$ cat src/rtl/bf2h_pkg.sv
// Package for the two-hash Bloom filter: operation codes, fixed field
// widths, and the command/status structs between controller and datapath.
// No dependencies.
`default_nettype none

package bf2h_pkg;

    // Fixed field widths
    localparam int HASH_W    = 64;
    localparam int CFG_W     = 13;
    localparam int DIV_CNT_W = $clog2(HASH_W);

    // Operation codes carried in func
    localparam logic FUNC_ADD   = 1'b0;
    localparam logic FUNC_QUERY = 1'b1;

    // Controller to datapath
    typedef struct packed {
        logic load;       // latch an accepted item, start remainders
        logic div_step;   // one quotient bit for both hashes
        logic mem_we;     // write a one at the selected position
        logic mem_re;     // read the selected position
        logic sel_b;      // select position b instead of a
        logic cap_a;      // capture the bit read at position a
        logic load_out;   // load the result into the output register
        logic clr_step;   // clear one store entry and advance
    } bf2h_cmd_t;

    // Datapath to controller
    typedef struct packed {
        logic div_last;   // last remainder step in progress
        logic clr_last;   // last store entry being cleared
        logic func;       // operation of the item at work
        logic out_full;   // output register holds an untaken item
    } bf2h_sts_t;

endpackage : bf2h_pkg

`default_nettype wire

$ cat src/rtl/bf2h_ctrl.sv
// Controller of the two-hash Bloom filter: sequences clearing, the
// remainder steps, the store accesses and the result hand-off.
// Depends on bf2h_pkg.
`default_nettype none

module bf2h_ctrl
    import bf2h_pkg::*;
(
    input  wire logic      aclk,
    input  wire logic      aresetn,
    input  wire logic      in_valid,
    output logic           in_ready,
    input  wire logic      out_ready,
    input  wire bf2h_sts_t sts,
    output bf2h_cmd_t      cmd
);

    localparam logic [2:0] ST_CLEAR = 3'd0;
    localparam logic [2:0] ST_IDLE  = 3'd1;
    localparam logic [2:0] ST_DIV   = 3'd2;
    localparam logic [2:0] ST_ACC_A = 3'd3;
    localparam logic [2:0] ST_ACC_B = 3'd4;
    localparam logic [2:0] ST_FIN   = 3'd5;

    logic [2:0] state_reg, state_next;
    logic       is_add;

    assign is_add = (sts.func == FUNC_ADD);

    // Next state and commands
    always_comb begin
        state_next = state_reg;
        cmd        = '0;
        in_ready   = 1'b0;
        unique case (state_reg)
            ST_CLEAR: begin
                cmd.clr_step = 1'b1;
                if (sts.clr_last) begin
                    state_next = ST_IDLE;
                end
            end
            ST_IDLE: begin
                in_ready = 1'b1;
                if (in_valid) begin
                    cmd.load   = 1'b1;
                    state_next = ST_DIV;
                end
            end
            ST_DIV: begin
                cmd.div_step = 1'b1;
                if (sts.div_last) begin
                    state_next = ST_ACC_A;
                end
            end
            ST_ACC_A: begin
                cmd.mem_we = is_add;
                cmd.mem_re = ~is_add;
                state_next = ST_ACC_B;
            end
            ST_ACC_B: begin
                cmd.sel_b  = 1'b1;
                cmd.mem_we = is_add;
                cmd.mem_re = ~is_add;
                cmd.cap_a  = 1'b1;
                state_next = ST_FIN;
            end
            ST_FIN: begin
                if (!sts.out_full || out_ready) begin
                    cmd.load_out = 1'b1;
                    state_next   = ST_IDLE;
                end
            end
            default: begin
                state_next = ST_IDLE;
            end
        endcase
    end

    // State register; reset starts the clearing pass
    always_ff @(posedge aclk) begin
        if (!aresetn) begin
            state_reg <= ST_CLEAR;
        end else begin
            state_reg <= state_next;
        end
    end

endmodule : bf2h_ctrl

`default_nettype wire
$ cat config.mk
export PLATFORM = sky130hd
export DESIGN_NAME = bf2h_ctrl
export DESIGN_NICKNAME = d
export VERILOG_FILES = /design/src/rtl/bf2h_pkg.sv /design/src/rtl/bf2h_ctrl.sv
export SDC_FILE = /design/constraint.sdc
export NUM_CORES = 1
export LEC_CHECK = 0
export BUFFER_PORTS_ARGS = -buffer_cell sky130_fd_sc_hd__buf_2
export CAP_MARGIN = 40
export CORE_AREA = 2 2 39 41
export DETAILED_ROUTE_END_ITERATION = 6
export DIE_AREA = 0 0 41 43
export GPL_ROUTABILITY_DRIVEN = 0
export SLEW_MARGIN = 15
export SYNTH_ARGS = -nofsm -noshare
export SYNTH_HDL_FRONTEND = slang
export SYNTH_SLANG_ARGS = --single-unit
$ cat constraint.sdc
create_clock -name aclk -period 1.9 [get_ports aclk]
set_clock_uncertainty 0.05 [all_clocks]
set_input_delay 0.38 -clock aclk [delete_from_list [all_inputs] [get_ports aclk]]
set_output_delay 0.38 -clock aclk [all_outputs]
set_load 0.05 [all_outputs]
==> metrics.cfg, run 1 <==
[worst_setup_path]
crit_path_max_fanout = 7
ff2ff_path_depth = 3
start_kind = register
cp_cell_sequence = and3b_1 -> a21oi_2 -> nor2b_1 -> buf_2
cp_slowest_cell = dfxtp_1
critPathMaxStageDelay_ns = 0.44
cp.arrival_ns = 1.31
cp_top_family = flip-flops
r2r-start = state_reg[0]$_SDFFE_PN0P_
path_class = reg2out
crit_path_end_kind = output port
r2r-end = state_reg[0]$_SDFFE_PN0P_
r2r_slack_ns = 0.82
worst-path-buf-inv = 1
critPathRequiredTime_ns = 1.47

[clock_tree]
clock_sinks = 3
cts_root_buffer = clkbuf_4
htree_num_levels = 1
cts_hold_buf = 0
post_cts_buffers = 0
cts_resized = 0
worstSkewPairLatency_ns = 0.23
numCtsBuffers = 3
path_clk_slew_ns = 0.03
clock_path_buffers = 2
cts_tree = built

[finish]
antennaDiodeCount = 0
drive_above_1_share_pct = 64.6
largest_reg_flops = 3
fin_nets = 57
area_growth_pct = 41.3
nFillCells = 161
multi_input_area_um2 = 174
seq_area_um2 = 61.3

[global_route]
grtUsageTotal_pct = 6.41
first_global_vias = 200
antenna_found_initial = 0
grt_max_degree = 10
grt_pass1_wl_um = 703
grt-ovfl-total = 0

[sta]
worst_pin_slew_ns = 0.245
final-hold-violation-count = 0
fin_setup_tns_ns = 0
drv_slew = 0
maxSlewHeadroom_pct = 83.6
setup_viol = 0
timing.fmax_ghz = 0.576
rsz0062_at_grt = no
period_minus_slack_ns = 1.74
fin_hold_ws_ns = 0.344
period_share_pct = 91.4

[floorplan]
rows = 14
dieArea_mm2 = 0.00176
ioPinCount = 17
start_util_pct = 19.3
die_x_um = 41
coreArea_mm2 = 0.00138
fp.dieH_um = 43

[logic_synthesis]
ys_types = 20
yosysSeqAreaShare_pct = 22.5
synth-edff-count = 0
yosysWarnings = 0
ys_ff_latch = 3
syn_nets = 38
async_flop_share_pct = 0
syn_area_per_cell_um2 = 8.88
syn_inst = 30
synth_area_um2 = 267
yosys_most_used_dff = dfxtp_1

[drt]
wire_per_inst_um = 7.81
first_iter_violations = 0
highest_layer = met3
wl_um = 500
drt_first_pass_iters = 1
via_count = 253
ant_nets = 0
via_per_inst = 3.95
drt_drc_violations_left = 0
m1WireLength_um = 196
route.met3.wl_um = 49
met2_length_um = 254

[power]
internal_power_uw = 183
switching_share_pct = 37.1
seqPwrFrac_pct = 27.0
power_frac_clock_pct = 37.4
ir_drop_mv = 0.226
combPwrFrac_pct = 35.7
switchingPower_uw = 108
leakage_uw = 0.000193
powerDensity_mw_per_mm2 = 773

[min_path]
hold_path.startpoint = aresetn
hold_class = in2reg
hold_depth = 3
hold-path-endpoint = state_reg[0]$_SDFFE_PN0P_

[place]
port_buffers = 16

[run_status]
outcome = completed

[run]
maxCapViolations = 0

==> power by group through the flow <==
stage | Combinational, uW | Clock [uW] | Sequential, uW
2_1_floorplan | 96.4 | 0 | 72.0
3_3_place_gp | 105 | 0 | 78.6
3_5_place_dp | 105 | 0 | 79.1
4_1_cts | 106 | 116 | 78.2
5_1_grt | 112 | 119 | 79.5
6_report | 104 | 109 | 78.5
==> cells in the mapped netlist (all sizes together), types with 2 or more instances <==
library cell | n | area share, %
a21oi | 3 | 7.0
buf | 4 | 17
dfxtp | 3 | 23
nand2 | 2 | 3.8
nand2b | 2 | 7.5
nor2 | 5 | 7.0
nor3 | 3 | 7.5
nor3b | 2 | 7.5
o21a | 2 | 5.6
==> kinds of logic (layout without fill, tap and decap cells) <==
logic type,after synthesis,after routing,share of synthesized area (%)
flops,3,3,22.5
simple gates,17,17,41.8
buf+inv,4,22,16.9
compound gates,6,6,18.8
==> area by class of cell <==
class	instances	share of cell area (%)
multi-input combinational	23	46.2
clock buffer	4	6.98
tap	16	5.32
sequential	3	16.3
timing repair buffer	18	25.2
==> tightest hold or removal path, cell delays in order <==
cell and delay, ns:
buf_2 0.12, o41ai_2 0.04, nor2_1 0.03
==> cells in the final DEF, fill, tap and decap left out, drive strengths merged <==
cell type,n
nor3b,2
clkbuf,4
nor2,5
nor3,3
nor2b,1
nand2b,2
and2b,1
nand2,2
buf,18
a21oi,3
and3b,1
o21a,2
dfxtp,3
o41ai,1
==> how the worst max path moves through the flow <==
| stage | end | cells past startpoint | from | slack, ns |
|---|---|---|---|---|
| floorplan | cmd[4] | 4 | state_reg[2]$_SDFFE_PN0P_ | 0.07 |
| global placement | cmd[4] | 4 | state_reg[1]$_SDFFE_PN0P_ | 0.35 |
| detailed placement | cmd[4] | 4 | state_reg[1]$_SDFFE_PN0P_ | 0.32 |
| CTS | cmd[4] | 4 | state_reg[1]$_SDFFE_PN0P_ | 0.07 |
| global route | cmd[5] | 4 | state_reg[0]$_SDFFE_PN0P_ | 0.07 |
| finish | cmd[4] | 4 | state_reg[0]$_SDFFE_PN0P_ | 0.16 |
==> per-layer routing <==
layer	track usage [%]	vias to the layer above
met5	0	-
met4	6.00	0
met3	4.71	0
met2	9.06	10
met1	5.43	107
li1	-	136
==> metrics by stage <==
stage / cell area [um2] / setup WS [ns] / utilization [%] / cells / total power [uW]
global route: 377 / 0.0654 / 27.2 / 64 / 310
CTS: 375 / 0.0677 / 27.1 / 64 / 300
finish: 377 / 0.164 / 27.2 / 64 / 291
global placement: 349 / 0.348 / 25.2 / 60 / 184
floorplan: 279 / 0.0742 / - / 30 / 168
detailed placement: 349 / 0.321 / 25.2 / 60 / 185
Note: power is estimated with default switching activity, not from simulation.
==> run 2, diff against run 1 <==
==> constraint.sdc (replaced) <==
create_clock -name aclk -period 1.49 [get_ports aclk]
set_clock_uncertainty 0.05 [all_clocks]
set_input_delay 0.298 -clock aclk [delete_from_list [all_inputs] [get_ports aclk]]
set_output_delay 0.298 -clock aclk [all_outputs]
set_load 0.05 [all_outputs]
==> run 2 against run 1 <==
Effect of this change:
- the run now ends with setup timing left
- combinational power rose by 76%
- power up 44%
- via count grew 13%
- register-to-register slack got worse by 0.50 ns
==> metrics.cfg, run 2 (synthesized netlist as in run 1, its figures left out) <==
[global_route]
grt-ovfl-total = 0  ; unchanged
grt_max_degree = 7  ; was 10
grtUsageTotal_pct = 8.61  ; was 6.41%
grt_pass1_wl_um = 993  ; was 703 um
antenna_found_initial = 0  ; unchanged
first_global_vias = 277  ; was 200

[worst_setup_path]
path_class = reg2out  ; unchanged
start_kind = register  ; unchanged
cp.arrival_ns = 1.16  ; was 1.31 ns
crit_path_max_fanout = 6  ; was 7
crit_path_end_kind = output port  ; unchanged
critPathRequiredTime_ns = 1.14  ; was 1.47 ns

[drt]
drt_first_pass_iters = 2  ; was 1
first_iter_violations = 2  ; was 0
wl_um = 643  ; was 500 um
wire_per_inst_um = 9.32  ; was 7.81 um
drt_drc_violations_left = 0  ; unchanged
via_count = 287  ; was 253
ant_nets = 0  ; unchanged
via_per_inst = 4.16  ; was 3.95

[power]
ir_drop_mv = 0.226  ; about the same
switching_share_pct = 36.4  ; was 37.1%
seqPwrFrac_pct = 23.5  ; was 27.0%
leakage_uw = 0.000236  ; was 0.000193 uW
switchingPower_uw = 153  ; was 108 uW
powerDensity_mw_per_mm2 = 806  ; was 773 mW/mm2
power_frac_clock_pct = 33.1  ; was 37.4%
internal_power_uw = 267  ; was 183 uW
combPwrFrac_pct = 43.5  ; was 35.7%

[run_status]
outcome = finished, violations left  ; was completed
violations = setup timing

[sta]
setup_viol = 4  ; was 0
worst_pin_slew_ns = 0.242  ; was 0.245 ns
setup_ws_ns = -0.0154  ; was 0.164 ns
rsz0062_at_grt = yes  ; was no
final-hold-violation-count = 0  ; unchanged
maxSlewHeadroom_pct = 83.7  ; was 83.6%
period_share_pct = 101
drv_slew = 0  ; unchanged
period_minus_slack_ns = 1.51
timing.fmax_ghz = 0.664

[floorplan]
dieArea_mm2 = 0.00176  ; unchanged
ioPinCount = 17  ; unchanged
die_x_um = 41  ; unchanged
rows = 14  ; unchanged
fp.dieH_um = 43  ; unchanged
coreArea_mm2 = 0.00138  ; unchanged
start_util_pct = 19.3  ; unchanged

[finish]
fin_nets = 62  ; was 57
antennaDiodeCount = 0  ; unchanged
drive_above_1_share_pct = 81.1  ; was 64.6%
largest_reg_flops = 3  ; unchanged
area_growth_pct = 95.8  ; was 41.3%
nFillCells = 158  ; was 161
post-route-util_pct = 37.7  ; was 27.2%
final_cell_mix = 7 x buf_2, 7 x buf_6, 6 x buf_4  ; was 16 x buf_2, 4 x nor2_1, 3 x clkbuf_4

[min_path]
hold_class = in2reg  ; unchanged

[place]
place_ws_ns = 0.0984  ; was 0.321 ns
port_buffers = 16  ; unchanged

[clock_tree]
clock_path_buffers = 2  ; unchanged
cts_tree = built  ; unchanged
worstSkewPairLatency_ns = 0.23  ; about the same
cts_root_buffer = clkbuf_4  ; unchanged
htree_num_levels = 1  ; unchanged
numCtsBuffers = 3  ; unchanged
clock_sinks = 3  ; unchanged
path_clk_slew_ns = 0.03  ; about the same

[run]
maxCapViolations = 0  ; unchanged

==> run 2: what timing repair did <==
item,CTS,global route
hold buffers,0,0
hold endpoints to repair,0,0
setup endpoints to repair,9,8
setup buffers,2,1
resized for setup,25,8
pin swaps,0,3
==> run 2: layout make-up <==
cell class                      count  area [um2]  share of cell area (%)
Sequential cell                     3        68.8                    13.2
Multi-Input combinational cell     23         203                    38.8
Timing Repair Buffer               23         204                    39.1
Clock buffer                        4        26.3                    5.04
Tap cell                           16        20.0                    3.84
==> run 2: worst paths after layout <==
kind / start / slack, ns / cells past startpoint / to
worst max-delay path: state_reg[1]$_SDFFE_PN0P_ / -0.02 / 4 / cmd[2]
worst min-delay path: aresetn / 0.26 / 3 / state_reg[0]$_SDFFE_PN0P_
worst max register to register: state_reg[1]$_SDFFE_PN0P_ / 0.32 / 4 / state_reg[0]$_SDFFE_PN0P_
worst min register to register: state_reg[2]$_SDFFE_PN0P_ / 0.47 / 2 / state_reg[0]$_SDFFE_PN0P_
==> run 2: metrics by stage <==
stage	instances	hold WS, ns	TNS [ns]	total power [uW]	cell area [um2]
4_1_cts	68	0.258	-0.0431	421	484
5_1_grt	69	0.267	-0.336	446	522
2_1_floorplan	30	0.352	-0.262	216	284
3_5_place_dp	62	0.513	0	245	369
6_report	69	0.259	-0.0587	420	522
3_3_place_gp	62	0.504	0	243	369
==> run 2: power groups by stage <==
stage	clock network, uW	registers (uW)	logic [uW]
2_1_floorplan	0	91.8	124
3_3_place_gp	0	96.7	146
3_5_place_dp	0	97.6	148
4_1_cts	147	97.8	176
5_1_grt	152	99.8	194
6_report	139	98.6	183
==> run 2: per-layer routing <==
layer	track usage, %	part of all wire, %
met5	0	0
met4	10.0	1.2
met3	2.09	7.8
met2	13.1	55
met1	7.96	36
==> run 2: critical path, stage by stage, from the launching register on <==
cell      delay [ns]
dfxtp_4         0.36
buf_6           0.12
nand2b_4        0.16
nor2_4          0.13
buf_8           0.16
